`config.mk`:
```
export PLATFORM = sky130hd
export DESIGN_NAME = task_timer_scheduler_core_flat
export DESIGN_NICKNAME = d
export VERILOG_FILES = /design/src/rtl/core/tts_pkg.sv /design/src/rtl/core/tts_if.sv /design/src/rtl/core/tts_div.sv /design/src/rtl/core/task_timer_scheduler_core.sv /design/src/flat_wrapper.sv
export SDC_FILE = /design/constraint.sdc
export NUM_CORES = 2
export LEC_CHECK = 0
export BUFFER_PORTS_ARGS = -buffer_cell sky130_fd_sc_hd__buf_2
export CORE_UTILIZATION = 35
export CTS_BUF_LIST = sky130_fd_sc_hd__clkbuf_8 sky130_fd_sc_hd__clkbuf_16
export CTS_CLUSTER_SIZE = 30
export DETAILED_ROUTE_END_ITERATION = 16
export PLACE_DENSITY = 0.48
export SKIP_CTS_REPAIR_TIMING = 1
export SLEW_MARGIN = 20
export SYNTH_ARGS = -nofsm -noshare
export SYNTH_HDL_FRONTEND = slang
export SYNTH_HIERARCHICAL = 1
export SYNTH_SLANG_ARGS = --single-unit
export TNS_END_PERCENT = 20
```
`constraint.sdc`:
```
create_clock -name clk -period 7.9 [get_ports clk]
set_input_delay 0 -clock clk [delete_from_list [all_inputs] [get_ports clk]]
set_output_delay 0 -clock clk [all_outputs]
set_load 0.1 [all_outputs]
```
`src/rtl/core/tts_pkg.sv`:
```
// ----------------------------------------------------------------------------
// tts_pkg: shared constants for the task timer scheduler
// Field widths, table geometry, opcodes and event kinds.
// ----------------------------------------------------------------------------
package tts_pkg;

  // Table geometry and tick length
  localparam int SLOTS       = 8;
  localparam int TICK_MS     = 10;
  localparam int MAX_RESULTS = 8;

  // Field widths
  localparam int OPCODE_W  = 2;
  localparam int MS_W      = 32;
  localparam int SLOT_ID_W = 3;
  localparam int KIND_W    = 3;
  localparam int SLOT_NO_W = 3;
  localparam int TICK_W    = 29;

  // Derived widths
  localparam int IDX_W      = (SLOTS > 1) ? $clog2(SLOTS) : 1;
  localparam int FIRE_CNT_W = $clog2(MAX_RESULTS + 1);

  // Scaled reciprocal of the tick length; the floor quotient is exact for
  // every dividend of MS_W bits
  localparam int RECIP_SHIFT = MS_W + $clog2(TICK_MS);
  localparam logic [MS_W:0] RECIP =
    (MS_W+1)'(((64'd1 << RECIP_SHIFT) + 64'(TICK_MS - 1)) / 64'(TICK_MS));

  localparam logic [TICK_W-1:0] TICK_LIMIT = '1;

  // Opcodes
  localparam logic [OPCODE_W-1:0] OP_TICK   = 2'd0;
  localparam logic [OPCODE_W-1:0] OP_ADD    = 2'd1;
  localparam logic [OPCODE_W-1:0] OP_DELETE = 2'd2;

  // Event kinds
  localparam logic [KIND_W-1:0] EV_FIRED   = 3'd0;
  localparam logic [KIND_W-1:0] EV_ADDED   = 3'd1;
  localparam logic [KIND_W-1:0] EV_FULL    = 3'd2;
  localparam logic [KIND_W-1:0] EV_DELETED = 3'd3;
  localparam logic [KIND_W-1:0] EV_EMPTY   = 3'd4;

endpackage

```
`src/rtl/core/tts_if.sv`:
```
// ----------------------------------------------------------------------------
// tts_if: request and result channels of the task timer scheduler
// Valid/ready channels; a request moves when valid and ready are both high.
// ----------------------------------------------------------------------------
interface tts_in_if;
  logic                           valid;
  logic                           ready;
  logic [tts_pkg::OPCODE_W-1:0]   opcode;
  logic [tts_pkg::MS_W-1:0]       delay_ms;
  logic [tts_pkg::MS_W-1:0]       period_ms;
  logic [tts_pkg::SLOT_ID_W-1:0]  slot_id;

  modport source (output valid, opcode, delay_ms, period_ms, slot_id, input ready);
  modport sink   (input valid, opcode, delay_ms, period_ms, slot_id, output ready);
endinterface

interface tts_out_if;
  logic                           valid;
  logic                           ready;
  logic [tts_pkg::KIND_W-1:0]     event_kind;
  logic [tts_pkg::SLOT_NO_W-1:0]  slot_number;
  logic                           last_of_run;

  modport source (output valid, event_kind, slot_number, last_of_run, input ready);
  modport sink   (input valid, event_kind, slot_number, last_of_run, output ready);
endinterface

```
`src/rtl/core/tts_div.sv`:
```
// ----------------------------------------------------------------------------
// tts_div: divider by the tick length
// Multiplies by a scaled reciprocal; the quotient is registered and ready in
// the cycle after start.
// ----------------------------------------------------------------------------
module tts_div (
  input  logic                      clk,
  input  logic                      rst_n,
  input  logic                      start,
  input  logic [tts_pkg::MS_W-1:0]  dividend,
  output logic                      done,
  output logic [tts_pkg::MS_W-1:0]  quotient
);

  logic                              done_r;
  logic [tts_pkg::MS_W-1:0]          quo_r;
  logic [2*tts_pkg::MS_W:0]          prod;

  // Multiply by the reciprocal of the tick length
  assign prod = {{(tts_pkg::MS_W+1){1'b0}}, dividend} *
                {{tts_pkg::MS_W{1'b0}}, tts_pkg::RECIP};

  // Control: done follows start in the next cycle
  always_ff @(posedge clk) begin
    if (!rst_n) begin
      done_r <= 1'b0;
    end else begin
      done_r <= start;
    end
  end

  // Datapath: keep the integer part of the scaled product
  always_ff @(posedge clk) begin
    if (start) begin
      quo_r <= tts_pkg::MS_W'(prod >> tts_pkg::RECIP_SHIFT);
    end
  end

  assign done     = done_r;
  assign quotient = quo_r;

endmodule

```
`src/rtl/core/task_timer_scheduler_core.sv`:
```
// ----------------------------------------------------------------------------
// task_timer_scheduler_core: table of timed task slots
// Add, delete and tick requests against a fixed slot table; fired tasks are
// reported in slot order.
// ----------------------------------------------------------------------------
// A delete, or an add that finds the table full, goes from the accept state
// through S_EMIT back to idle. An add goes through S_DIV_DLY and S_DIV_PER:
// delay and period go one after the other through a single reciprocal-multiply
// divider (start, then capture), and S_EMIT hands the report on. A tick goes
// from the accept state to S_SCAN, where one shared decrement-and-compare unit
// visits one slot per cycle unless the scan stalls, then S_FLUSH drains the
// last report. Ready is low while a request is in progress; a result held
// in the output register does not block the next request, but a request
// stalls while its report cannot be handed on, and a tick stalls its scan
// while its second pending report cannot be handed on.
// ----------------------------------------------------------------------------
module task_timer_scheduler_core (
  input  logic      clk,
  input  logic      rst_n,
  tts_in_if.sink    in_ch,
  tts_out_if.source out_ch
);

  typedef enum logic [2:0] {
    S_IDLE,
    S_DIV_DLY,
    S_DIV_PER,
    S_SCAN,
    S_FLUSH,
    S_EMIT
  } state_t;

  state_t                              state_r;

  // Slot table
  logic                                used_r   [tts_pkg::SLOTS];
  logic [tts_pkg::TICK_W-1:0]          remain_r [tts_pkg::SLOTS];
  logic [tts_pkg::TICK_W-1:0]          period_r [tts_pkg::SLOTS];

  // Request holding
  logic [tts_pkg::MS_W-1:0]            dly_ms_r;
  logic [tts_pkg::MS_W-1:0]            per_ms_r;
  logic [tts_pkg::TICK_W-1:0]          dly_ticks_r;
  logic [tts_pkg::IDX_W-1:0]           add_idx_r;
  logic [tts_pkg::KIND_W-1:0]          res_kind_r;
  logic [tts_pkg::SLOT_NO_W-1:0]       res_slot_r;

  // Tick scan
  logic [tts_pkg::IDX_W-1:0]           scan_idx_r;
  logic [tts_pkg::FIRE_CNT_W-1:0]      fire_cnt_r;
  logic                                pend_valid_r;
  logic [tts_pkg::SLOT_NO_W-1:0]       pend_slot_r;

  // Output register
  logic                                out_valid_r;
  logic [tts_pkg::KIND_W-1:0]          out_kind_r;
  logic [tts_pkg::SLOT_NO_W-1:0]       out_slot_r;
  logic                                out_last_r;

  // Divider link
  logic                                div_start_r;
  logic [tts_pkg::MS_W-1:0]            div_dividend;
  logic                                div_done;
  logic [tts_pkg::MS_W-1:0]            div_q;
  logic [tts_pkg::TICK_W-1:0]          div_ticks;

  logic                                in_accept;
  logic                                out_free;
  logic                                free_found;
  logic [tts_pkg::IDX_W-1:0]           free_idx;
  logic [tts_pkg::IDX_W+tts_pkg::SLOT_ID_W-1:0] del_ext;
  logic                                del_valid;
  logic [tts_pkg::IDX_W-1:0]           del_idx;
  logic [tts_pkg::IDX_W+tts_pkg::SLOT_NO_W-1:0] scan_ext;
  logic [tts_pkg::IDX_W+tts_pkg::SLOT_NO_W-1:0] add_ext;
  logic [tts_pkg::SLOT_NO_W-1:0]       scan_slot;
  logic [tts_pkg::SLOT_NO_W-1:0]       add_slot;
  logic                                cur_used;
  logic [tts_pkg::TICK_W-1:0]          cur_rem;
  logic [tts_pkg::TICK_W-1:0]          cur_per;
  logic [tts_pkg::TICK_W-1:0]          cur_dec;
  logic                                cur_fire;
  logic                                cur_report;
  logic                                scan_stall;

  // Handshake
  assign in_accept = in_ch.valid && in_ch.ready;
  assign in_ch.ready = (state_r == S_IDLE);
  assign out_free = !out_valid_r || out_ch.ready;

  assign out_ch.valid       = out_valid_r;
  assign out_ch.event_kind  = out_kind_r;
  assign out_ch.slot_number = out_slot_r;
  assign out_ch.last_of_run = out_last_r;

  // Divide delay first, then period
  assign div_dividend = (state_r == S_DIV_DLY) ? dly_ms_r : per_ms_r;

  tts_div u_div (
    .clk      (clk),
    .rst_n    (rst_n),
    .start    (div_start_r),
    .dividend (div_dividend),
    .done     (div_done),
    .quotient (div_q)
  );

  // Saturate the tick count to the counter range
  assign div_ticks = (div_q > {{(tts_pkg::MS_W-tts_pkg::TICK_W){1'b0}}, tts_pkg::TICK_LIMIT})
                     ? tts_pkg::TICK_LIMIT : div_q[tts_pkg::TICK_W-1:0];

  // Find the lowest free slot
  always_comb begin
    free_found = 1'b0;
    free_idx   = '0;
    for (int i = tts_pkg::SLOTS - 1; i >= 0; i--) begin
      if (!used_r[i]) begin
        free_found = 1'b1;
        free_idx   = tts_pkg::IDX_W'(i);
      end
    end
  end

  // Delete target range check
  assign del_ext   = {{tts_pkg::IDX_W{1'b0}}, in_ch.slot_id};
  assign del_valid = (del_ext < (tts_pkg::IDX_W+tts_pkg::SLOT_ID_W)'(tts_pkg::SLOTS));
  assign del_idx   = del_ext[tts_pkg::IDX_W-1:0];

  // Slot numbers carry the low index bits
  assign scan_ext  = {{tts_pkg::SLOT_NO_W{1'b0}}, scan_idx_r};
  assign add_ext   = {{tts_pkg::SLOT_NO_W{1'b0}}, add_idx_r};
  assign scan_slot = scan_ext[tts_pkg::SLOT_NO_W-1:0];
  assign add_slot  = add_ext[tts_pkg::SLOT_NO_W-1:0];

  // Shared decrement and compare for the slot under scan
  always_comb begin
    cur_used   = used_r[scan_idx_r];
    cur_rem    = remain_r[scan_idx_r];
    cur_per    = period_r[scan_idx_r];
    cur_dec    = cur_rem - tts_pkg::TICK_W'(cur_rem != '0);
    cur_fire   = cur_used && (cur_dec == '0);
    cur_report = cur_fire && (fire_cnt_r < tts_pkg::FIRE_CNT_W'(tts_pkg::MAX_RESULTS));
    scan_stall = cur_report && pend_valid_r && !out_free;
  end

  // Sequencer, occupancy marks and output register
  always_ff @(posedge clk) begin
    if (!rst_n) begin
      state_r      <= S_IDLE;
      out_valid_r  <= 1'b0;
      pend_valid_r <= 1'b0;
      div_start_r  <= 1'b0;
      for (int i = 0; i < tts_pkg::SLOTS; i++) begin
        used_r[i] <= 1'b0;
      end
    end else begin
      div_start_r <= 1'b0;
      if (out_valid_r && out_ch.ready) begin
        out_valid_r <= 1'b0;
      end
      unique case (state_r)
        S_IDLE: begin
          if (in_accept) begin
            case (in_ch.opcode)
              tts_pkg::OP_TICK: begin
                scan_idx_r   <= '0;
                fire_cnt_r   <= '0;
                pend_valid_r <= 1'b0;
                state_r      <= S_SCAN;
              end
              tts_pkg::OP_ADD: begin
                dly_ms_r <= in_ch.delay_ms;
                per_ms_r <= in_ch.period_ms;
                if (free_found) begin
                  add_idx_r   <= free_idx;
                  div_start_r <= 1'b1;
                  state_r     <= S_DIV_DLY;
                end else begin
                  res_kind_r <= tts_pkg::EV_FULL;
                  res_slot_r <= '0;
                  state_r    <= S_EMIT;
                end
              end
              tts_pkg::OP_DELETE: begin
                res_slot_r <= in_ch.slot_id;
                if (del_valid && used_r[del_idx]) begin
                  used_r[del_idx] <= 1'b0;
                  res_kind_r      <= tts_pkg::EV_DELETED;
                end else begin
                  res_kind_r <= tts_pkg::EV_EMPTY;
                end
                state_r <= S_EMIT;
              end
              default: begin
                state_r <= S_IDLE;
              end
            endcase
          end
        end
        S_DIV_DLY: begin
          if (div_done) begin
            dly_ticks_r <= div_ticks;
            div_start_r <= 1'b1;
            state_r     <= S_DIV_PER;
          end
        end
        S_DIV_PER: begin
          if (div_done) begin
            used_r[add_idx_r] <= 1'b1;
            res_kind_r        <= tts_pkg::EV_ADDED;
            res_slot_r        <= add_slot;
            state_r           <= S_EMIT;
          end
        end
        S_SCAN: begin
          if (!scan_stall) begin
            // Free a fired one-shot task
            if (cur_fire && cur_per == '0) begin
              used_r[scan_idx_r] <= 1'b0;
            end
            // Hand the older report on, hold the new one
            if (cur_report) begin
              fire_cnt_r   <= fire_cnt_r + 1'b1;
              pend_valid_r <= 1'b1;
              pend_slot_r  <= scan_slot;
              if (pend_valid_r) begin
                out_valid_r <= 1'b1;
                out_kind_r  <= tts_pkg::EV_FIRED;
                out_slot_r  <= pend_slot_r;
                out_last_r  <= 1'b0;
              end
            end
            if (scan_idx_r == tts_pkg::IDX_W'(tts_pkg::SLOTS - 1)) begin
              state_r <= S_FLUSH;
            end else begin
              scan_idx_r <= scan_idx_r + 1'b1;
            end
          end
        end
        S_FLUSH: begin
          if (!pend_valid_r) begin
            state_r <= S_IDLE;
          end else if (out_free) begin
            out_valid_r  <= 1'b1;
            out_kind_r   <= tts_pkg::EV_FIRED;
            out_slot_r   <= pend_slot_r;
            out_last_r   <= 1'b1;
            pend_valid_r <= 1'b0;
            state_r      <= S_IDLE;
          end
        end
        S_EMIT: begin
          if (out_free) begin
            out_valid_r <= 1'b1;
            out_kind_r  <= res_kind_r;
            out_slot_r  <= res_slot_r;
            out_last_r  <= 1'b1;
            state_r     <= S_IDLE;
          end
        end
        default: begin
          state_r <= S_IDLE;
        end
      endcase
    end
  end

  // Slot counts: load on add, count down or reload on tick
  always_ff @(posedge clk) begin
    if (state_r == S_DIV_PER && div_done) begin
      remain_r[add_idx_r] <= dly_ticks_r;
      period_r[add_idx_r] <= div_ticks;
    end else if (state_r == S_SCAN && !scan_stall && cur_used) begin
      remain_r[scan_idx_r] <= cur_fire ? cur_per : cur_dec;
    end
  end

endmodule

```
`src/flat_wrapper.sv`:
```
// flat-port wrapper written by rule: the top's interface ports become plain ports
module task_timer_scheduler_core_flat 
  (clk, rst_n, in_ch_valid, in_ch_opcode, in_ch_delay_ms, in_ch_period_ms, in_ch_slot_id, in_ch_ready, out_ch_valid, out_ch_event_kind, out_ch_slot_number, out_ch_last_of_run, out_ch_ready);
  tts_in_if in_ch_i ();
  tts_out_if out_ch_i ();
  input  logic clk;
  input  logic rst_n;
  input wire logic [$bits(in_ch_i.valid)-1:0] in_ch_valid;
  input wire logic [$bits(in_ch_i.opcode)-1:0] in_ch_opcode;
  input wire logic [$bits(in_ch_i.delay_ms)-1:0] in_ch_delay_ms;
  input wire logic [$bits(in_ch_i.period_ms)-1:0] in_ch_period_ms;
  input wire logic [$bits(in_ch_i.slot_id)-1:0] in_ch_slot_id;
  output wire logic [$bits(in_ch_i.ready)-1:0] in_ch_ready;
  output wire logic [$bits(out_ch_i.valid)-1:0] out_ch_valid;
  output wire logic [$bits(out_ch_i.event_kind)-1:0] out_ch_event_kind;
  output wire logic [$bits(out_ch_i.slot_number)-1:0] out_ch_slot_number;
  output wire logic [$bits(out_ch_i.last_of_run)-1:0] out_ch_last_of_run;
  input wire logic [$bits(out_ch_i.ready)-1:0] out_ch_ready;
  assign in_ch_i.valid = in_ch_valid;
  assign in_ch_i.opcode = in_ch_opcode;
  assign in_ch_i.delay_ms = in_ch_delay_ms;
  assign in_ch_i.period_ms = in_ch_period_ms;
  assign in_ch_i.slot_id = in_ch_slot_id;
  assign in_ch_ready = in_ch_i.ready;
  assign out_ch_valid = out_ch_i.valid;
  assign out_ch_event_kind = out_ch_i.event_kind;
  assign out_ch_slot_number = out_ch_i.slot_number;
  assign out_ch_last_of_run = out_ch_i.last_of_run;
  assign out_ch_i.ready = out_ch_ready;
  task_timer_scheduler_core u_core (.clk(clk), .rst_n(rst_n), .in_ch(in_ch_i), .out_ch(out_ch_i));
endmodule
```
# Word-level counts from Yosys, hierarchy flattened
# Memory sizes are Yosys's and may differ from the RTL's. A register that Yosys moved wholly into a read port is not among the register bits.
# Index checks and enable logic that the tools add are counted.
dict set report totals {
  ramBits 472
  reg_bits 155
  rom_bits 0
  mem_count 3
  inputBits 73
  latchBits 0
}
dict set report op_classes {
  shift 0
  mul 1
  bitwise 1
  magnitude_cmp 3
  mux 123
  reduce_logical 41
  eq_ne 22
  n_div 0
  n_addsub 3
}
# name words word_bits rd rd_clocked_by_memory_dff wr line_no
set memory_table {}
lappend memory_table {u_core.period_r 8 29 1 1 1 task_timer_scheduler_core.sv:38} ;# logic [tts_pkg::TICK_W-1:0] period_r [tts_pkg::SLOTS];
lappend memory_table {u_core.remain_r 8 29 1 1 1 task_timer_scheduler_core.sv:37} ;# logic [tts_pkg::TICK_W-1:0] remain_r [tts_pkg::SLOTS];
lappend memory_table {u_core.used_r 8 1 10 1 8 task_timer_scheduler_core.sv:36} ;# logic used_r [tts_pkg::SLOTS];
# operator count
set ops {}
lappend ops {{$mux W3} 42}
lappend ops {{$mux W29} 3}
lappend ops {{$mul A32 B32 Y64 const B} 1}
lappend ops {{$logic_not A29 Y1} 2}
lappend ops {{$mux W1} 57}
lappend ops {{$mux W32} 1}
lappend ops {{$pmux W3 S2} 5}
lappend ops {{$gt A29 B29 Y1 const B} 1}
lappend ops {{$reduce_bool A29 Y1} 1}
lappend ops {{$reduce_or A29 Y1} 1}
lappend ops {{$sub A29 B1 Y29} 1}
lappend ops {{$pmux W3 S3} 3}
lappend ops {{$reduce_and A6 Y1} 4}
lappend ops {{$pmux W3 S6} 1}
lappend ops {{$mux W4} 4}
lappend ops {{$reduce_and A5 Y1} 3}
lappend ops {{$ne A2 B1 Y1 const B} 6}
lappend ops {{$ne A2 B2 Y1 const B} 6}
lappend ops {{$reduce_and A4 Y1} 3}
lappend ops {{$logic_and A1 B1 Y1} 11}
lappend ops {{$eq A3 B3 Y1 const B} 3}
lappend ops {{$pmux W1 S3} 3}
lappend ops {{$pmux W4 S2} 1}
lappend ops {{$reduce_and A8 Y1} 1}
lappend ops {{other kinds (21)} 30}

# Depth between registers and ports, before layout
dict set report logic_depth {
  ltp_word 15
  mapped_depth 29
}

# Cells and area by module
# The synthesis kept the hierarchy.
# module area_each_um2 instances cells_per_inst
set by_module_without_submodules {}
lappend by_module_without_submodules {task_timer_scheduler_core 25502.0 1 1428}
lappend by_module_without_submodules {tts_div 17723.2 1 1735}

# Worst setup path before layout
# OpenSTA, ideal clock, no wires.
dict set report synth_path {
  path_kind {reg2reg}
  start {register u_core.state_r[0]}
  end {register u_core.u_div.quo_r (netlist bit u_core/u_div/quotient[25]), data pin}
  path_stages_with_launch 30
  required_time_ns 7.642
  setup_ns 0.258
  n_path_buf 3
  period_less_slack_ns 8.082
  path_slack_ns -0.182
  arrival_ns 7.824
  path_cell_list {dfxtp_1 clkbuf_1 nor3b_1 clkbuf_1 mux2_2 ha_1 inv_1 fa_1 inv_1 fa_1 inv_1 fa_1 inv_1 fa_1 fa_1 fa_1 inv_1 fa_1 inv_1 ha_1 buf_2 a21oi_2 o21ai_0 a221oi_1 nand2_1 a22oi_1 a21oi_2 o31a_1 nor2_1 xnor2_1}
}
dict set report synth_via {
  elab_chain_len 3
}
# element line_no
set synth_lines {}
lappend synth_lines {{from (decl)} task_timer_scheduler_core.sv:33} ;# state_t state_r;
lappend synth_lines {{from (signal assigned)} task_timer_scheduler_core.sv:149} ;# state_r <= S_IDLE;
lappend synth_lines {{from (signal assigned)} task_timer_scheduler_core.sv:169} ;# state_r <= S_SCAN;
lappend synth_lines {{from (signal assigned)} task_timer_scheduler_core.sv:177} ;# state_r <= S_DIV_DLY;
lappend synth_lines {{$eq A3 B1 Y1} task_timer_scheduler_core.sv:97} ;# assign div_dividend = (state_r == S_DIV_DLY) ? dly_ms_r : per_ms_r;
lappend synth_lines {{$mux W32} task_timer_scheduler_core.sv:97}
lappend synth_lines {{named net u_core.div_dividend, one bit} task_timer_scheduler_core.sv:62} ;# logic [tts_pkg::MS_W-1:0] div_dividend;
lappend synth_lines {{$mul A32 B32 Y64} tts_div.sv:20} ;# assign prod = {{(tts_pkg::MS_W+1){1'b0}}, dividend} *
lappend synth_lines {{named net u_core.u_div.prod, one bit} tts_div.sv:17} ;# logic [2*tts_pkg::MS_W:0] prod;
lappend synth_lines {{to (signal assigned)} tts_div.sv:35} ;# quo_r <= tts_pkg::MS_W'(prod >> tts_pkg::RECIP_SHIFT);
lappend synth_lines {{to (decl)} tts_div.sv:16} ;# logic [tts_pkg::MS_W-1:0] quo_r;
# The timed path passes the listed nets, and every way through them passes these cells.
# A chain may end at the register's enable or synchronous reset.

# Worst setup path in the final report
dict set report layout_path {
  start {register u_core.state_r[1]}
  end {register u_core.u_div.quo_r (netlist bit u_core/u_div/quotient[22]), data pin}
}
# Same word-level chain as after synthesis.

==> results list <==
- Registers take 18800 µm².
* Floorplan Core Area: 122000 µm²
- For met1 alone, demand over resource in global routing was 25.5%.
- In the final layout, the multi-input gates occupy 22400 µm².
- Slew at the pin closest to its max-slew limit: 0.926 ns
- Number of antenna repair diodes: 0
- Number of unique standard cell types used by synthesis: 94
* Buffers plus inverters on the worst setup path: 9
* Clock skew: 0.0601 ns
* Critical path launch point type: register
- Final worst path period need: 7.73 ns
* Num Clock Sinks: 630
- In the final routed layout, each cell accounts on average for 23.2 µm.
* Clock Latency Late Sink: 0.67 ns
- After filler insertion, the fill cell instance count of the layout stands at 11500.
* Summed negative setup slack over all endpoints: 0 ns
- The worst register-to-register path ends at u_core/u_div/quotient[22].
* Worst reg2reg setup slack: 0.17 ns
* Clock root cell: sky130_fd_sc_hd__clkbuf_16
* Async set or reset register ratio after synthesis: 0%
* Max-capacitance violation count: 0
- The final number of hold-violating endpoints was 0.
* Wire length of the first global-routing pass: 176000 µm
- The critical path is of the register to register type.
- After detailed routing, the total wire length is 120000 µm.
- For this run, the top clock speed supported by timing is 129 MHz.
* Number of DRC violations after detailed-routing iteration 0: 1669
- Summed over all layers, the global routing overflow is 0.
* Number of port buffers: 81
* Combined area of all synthesized cells: 43200 µm²
- Maximum fanout along the worst path: 8
- Global-route track usage on met3: 2.99%
- The global routing stage identified its most utilized layer as met2.
- Among all flip-flop cells after synthesis, the most frequent one is sky130_fd_sc_hd__edfxtp_1.
- DRC viols: 0
* Yosys top cell area share: 42.5%
- Commonest cells post-synth: 612 x sky130_fd_sc_hd__edfxtp_1, 584 x sky130_fd_sc_hd__inv_1, 386 x sky130_fd_sc_hd__fa_1, 350 x sky130_fd_sc_hd__ha_1, 117 x sky130_fd_sc_hd__mux4_2
* Worst r2r src: u_core/state_r[1]
* Outcome: completed
* Most area-consuming cells after synthesis: sky130_fd_sc_hd__edfxtp_1 43%, sky130_fd_sc_hd__fa_1 18%, sky130_fd_sc_hd__ha_1 10%, sky130_fd_sc_hd__mux4_2 6.1%, sky130_fd_sc_hd__inv_1 5.1%
* Number of CTS-inserted buffers: 71
- The critical path runs through a total of 30 cells.
- The number of global-route vias before repair is 26900.
- Yosys printed 6 warnings.
- Critical path endpoint category: register
* Depth of the worst register-to-register path: 30
- Across all layers, the routed design uses 25600 vias.
- The worst pin sits at a relative slew slack of 38.0%.
- Number of enable flip-flop cells after synthesis: 612
- Dividing the final minimum period by the clock period gives 97.9%.
- Yosys instantiated no cell more often than sky130_fd_sc_hd__edfxtp_1.
- At the end of the flow, the number of nets in the layout was 4304.
- The most numerous cell type found on the critical path is sky130_fd_sc_hd__fa_1.
* Slowest stage cell, crit path: sky130_fd_sc_hd__fa_1
- TritonCTS built the clock tree.
- The detail route stage leaves a number of antenna-violating nets equal to 0.
- GR Layer Usage met2: 31.8%
- Before antenna repair, the detailed router went through 5 iterations.
- CP Data Arrival Time: 8.13 ns
- From synthesis to final layout, the design area changed by 16.4%.
- The final number of max-transition violations is 0.
- Synthesis produced 3163 cells.
* Flops & latches, synth: 630
- No sink is reached through more buffers than the 3 on the longest clock path.
* Die area: 125000 µm²
- Post-DP HPWL: 91000 µm
- RSZ-0062 raised after global routing: yes
- Measured on the finished design, the core utilization comes to 41.2%.
- Clock Pin Slew Worst Setup and Hold Paths: 0.08 ns
- For the worst setup path, the data required time is 8.30 ns.
* Initial Util: 35.4%
- The largest single stage delay on the critical path is 0.59 ns.
- Hold Path Cell Cnt: 2
- The post-route netlist has 19.0% of its cells at a drive strength greater than 1.
- Total GRT Usage: 19.0%
- Maximum number of pins on one net before global-route repair: 65
* Placement Rows: 128
- Hold timing on the final database bottoms out at a slack of 0.0245 ns.
- Family with the most delay on the worst path: adder cells
* Register area share after synthesis: 43.3%
- Hold Path Sink: u_core/per_ms_r[29]
* Antenna violations before repair: 1
* Tightest Hold Check Type: input pin to register
- The largest total area in the synthesized netlist belongs to sky130_fd_sc_hd__edfxtp_1.
- H-Tree Depth: 3
- Launch point of the worst path: u_core/state_r[1]
- Chip Width: 353 µm
* RD Place Congestion: 0.917
* Boundary pin count: 82
- Setup violations remaining at the end of the flow were counted as 0.
- Average footprint of a synthesized cell: 13.7 µm²
- In this run the vertical extent of the chip is 353 µm.
* Worst hold start: in_ch_period_ms[29]
* Average via count per standard cell: 4.94
## registers in the layout, summed over array words and instances (netlist names), 3 cells and up, named ones only
name and cells:
u_core/scan_idx_r 3, u_core/res_kind_r 3, u_core/remain_r 232, u_core/dly_ms_r 32, u_core/period_r 232, u_core/per_ms_r 32
u_core/pend_slot_r 3, u_core/out_ch.event_kind 3, u_core/res_slot_r 3, u_core/state_r 3, u_core/out_ch.slot_number 3, u_core/used_r 8
u_core/dly_ticks_r 29, u_core/fire_cnt_r 4, u_core/u_div/quotient 29, u_core/add_idx_r 3
## metal layers
metal	routed length, µm	part of all wire, %	vias to the layer above
met5	13	0.011	-
met4	3460	2.9	2
met3	5470	4.6	156
met2	58000	48	544
met1	52800	44	13100
li1	-	-	11800
## placed cells by master, fill, tap and decap left out, types with 10 or more instances in the layout
master | Yosys | final
sky130_fd_sc_hd__a21o_1 | 35 | 35
sky130_fd_sc_hd__a21oi_1 | 81 | 79
sky130_fd_sc_hd__a31oi_1 | 27 | 25
sky130_fd_sc_hd__and2_1 | 19 | 19
sky130_fd_sc_hd__and3_1 | 13 | 13
sky130_fd_sc_hd__buf_2 | 21 | 81
sky130_fd_sc_hd__buf_4 | 10 | 178
sky130_fd_sc_hd__clkbuf_16 | 0 | 74
sky130_fd_sc_hd__clkinv_1 | 0 | 18
sky130_fd_sc_hd__dfxtp_1 | 18 | 13
sky130_fd_sc_hd__dlygate4sd3_1 | 0 | 75
sky130_fd_sc_hd__edfxtp_1 | 612 | 612
sky130_fd_sc_hd__fa_1 | 386 | 382
sky130_fd_sc_hd__ha_1 | 350 | 317
sky130_fd_sc_hd__ha_2 | 0 | 11
sky130_fd_sc_hd__ha_4 | 0 | 22
sky130_fd_sc_hd__inv_1 | 584 | 590
sky130_fd_sc_hd__mux2_2 | 53 | 40
sky130_fd_sc_hd__mux2_4 | 0 | 13
sky130_fd_sc_hd__mux2i_1 | 76 | 76
sky130_fd_sc_hd__mux4_2 | 117 | 117
sky130_fd_sc_hd__nand2_1 | 114 | 114
sky130_fd_sc_hd__nand2b_1 | 41 | 41
sky130_fd_sc_hd__nand3_1 | 27 | 27
sky130_fd_sc_hd__nand4_1 | 32 | 32
sky130_fd_sc_hd__nor2_1 | 71 | 65
sky130_fd_sc_hd__nor2b_1 | 13 | 13
sky130_fd_sc_hd__nor3_1 | 40 | 36
sky130_fd_sc_hd__nor4_1 | 27 | 22
sky130_fd_sc_hd__o211ai_1 | 13 | 13
sky130_fd_sc_hd__o21a_1 | 10 | 10
sky130_fd_sc_hd__o21ai_0 | 40 | 37
sky130_fd_sc_hd__o21bai_1 | 11 | 11
sky130_fd_sc_hd__xnor2_1 | 51 | 51
sky130_fd_sc_hd__xor2_1 | 46 | 45
## worst max path at each step
stage and to:
5_1_grt u_core/u_div/quotient[18], 4_1_cts u_core/u_div/quotient[28], 3_5_place_dp u_core/u_div/quotient[28], 6_report u_core/u_div/quotient[22], 3_3_place_gp u_core/u_div/quotient[28], 2_1_floorplan u_core/u_div/quotient[17]
## stage by stage
| stage | instance area, µm² | cells | setup slack [ns] |
|---|---|---|---|
| floorplan | 43200 | 3165 | 0.0251 |
| global placement | 46500 | 4946 | -0.0551 |
| detailed placement | 46500 | 4946 | -0.290 |
| CTS | 48800 | 5072 | -0.279 |
| global route | 50300 | 5173 | -0.115 |
| finish | 50300 | 5173 | 0.167 |
## logic make-up after synthesis
| kind of cell | share of synthesized area [%] |
|---|---|
| flops | 43.3 |
| xor+xnor | 1.97 |
| buf+inv | 6.25 |
| compound gates | 4.72 |
| other cells | 0.00868 |
| simple gates | 5.81 |
| mux | 9.89 |
| fa+ha+maj | 28.0 |
## layout make-up
cell class,instances,area share (%)
repair buffers,347,5.42
inverters,584,4.37
multi-input cells,1861,44.5
flip-flops and latches,630,37.3
clock inverters,55,0.908
clock buffers,71,3.53
well taps,1625,4.04
Power is not shown: default switching activity piles up to over one toggle a cycle in this logic, so the estimate is an artifact.
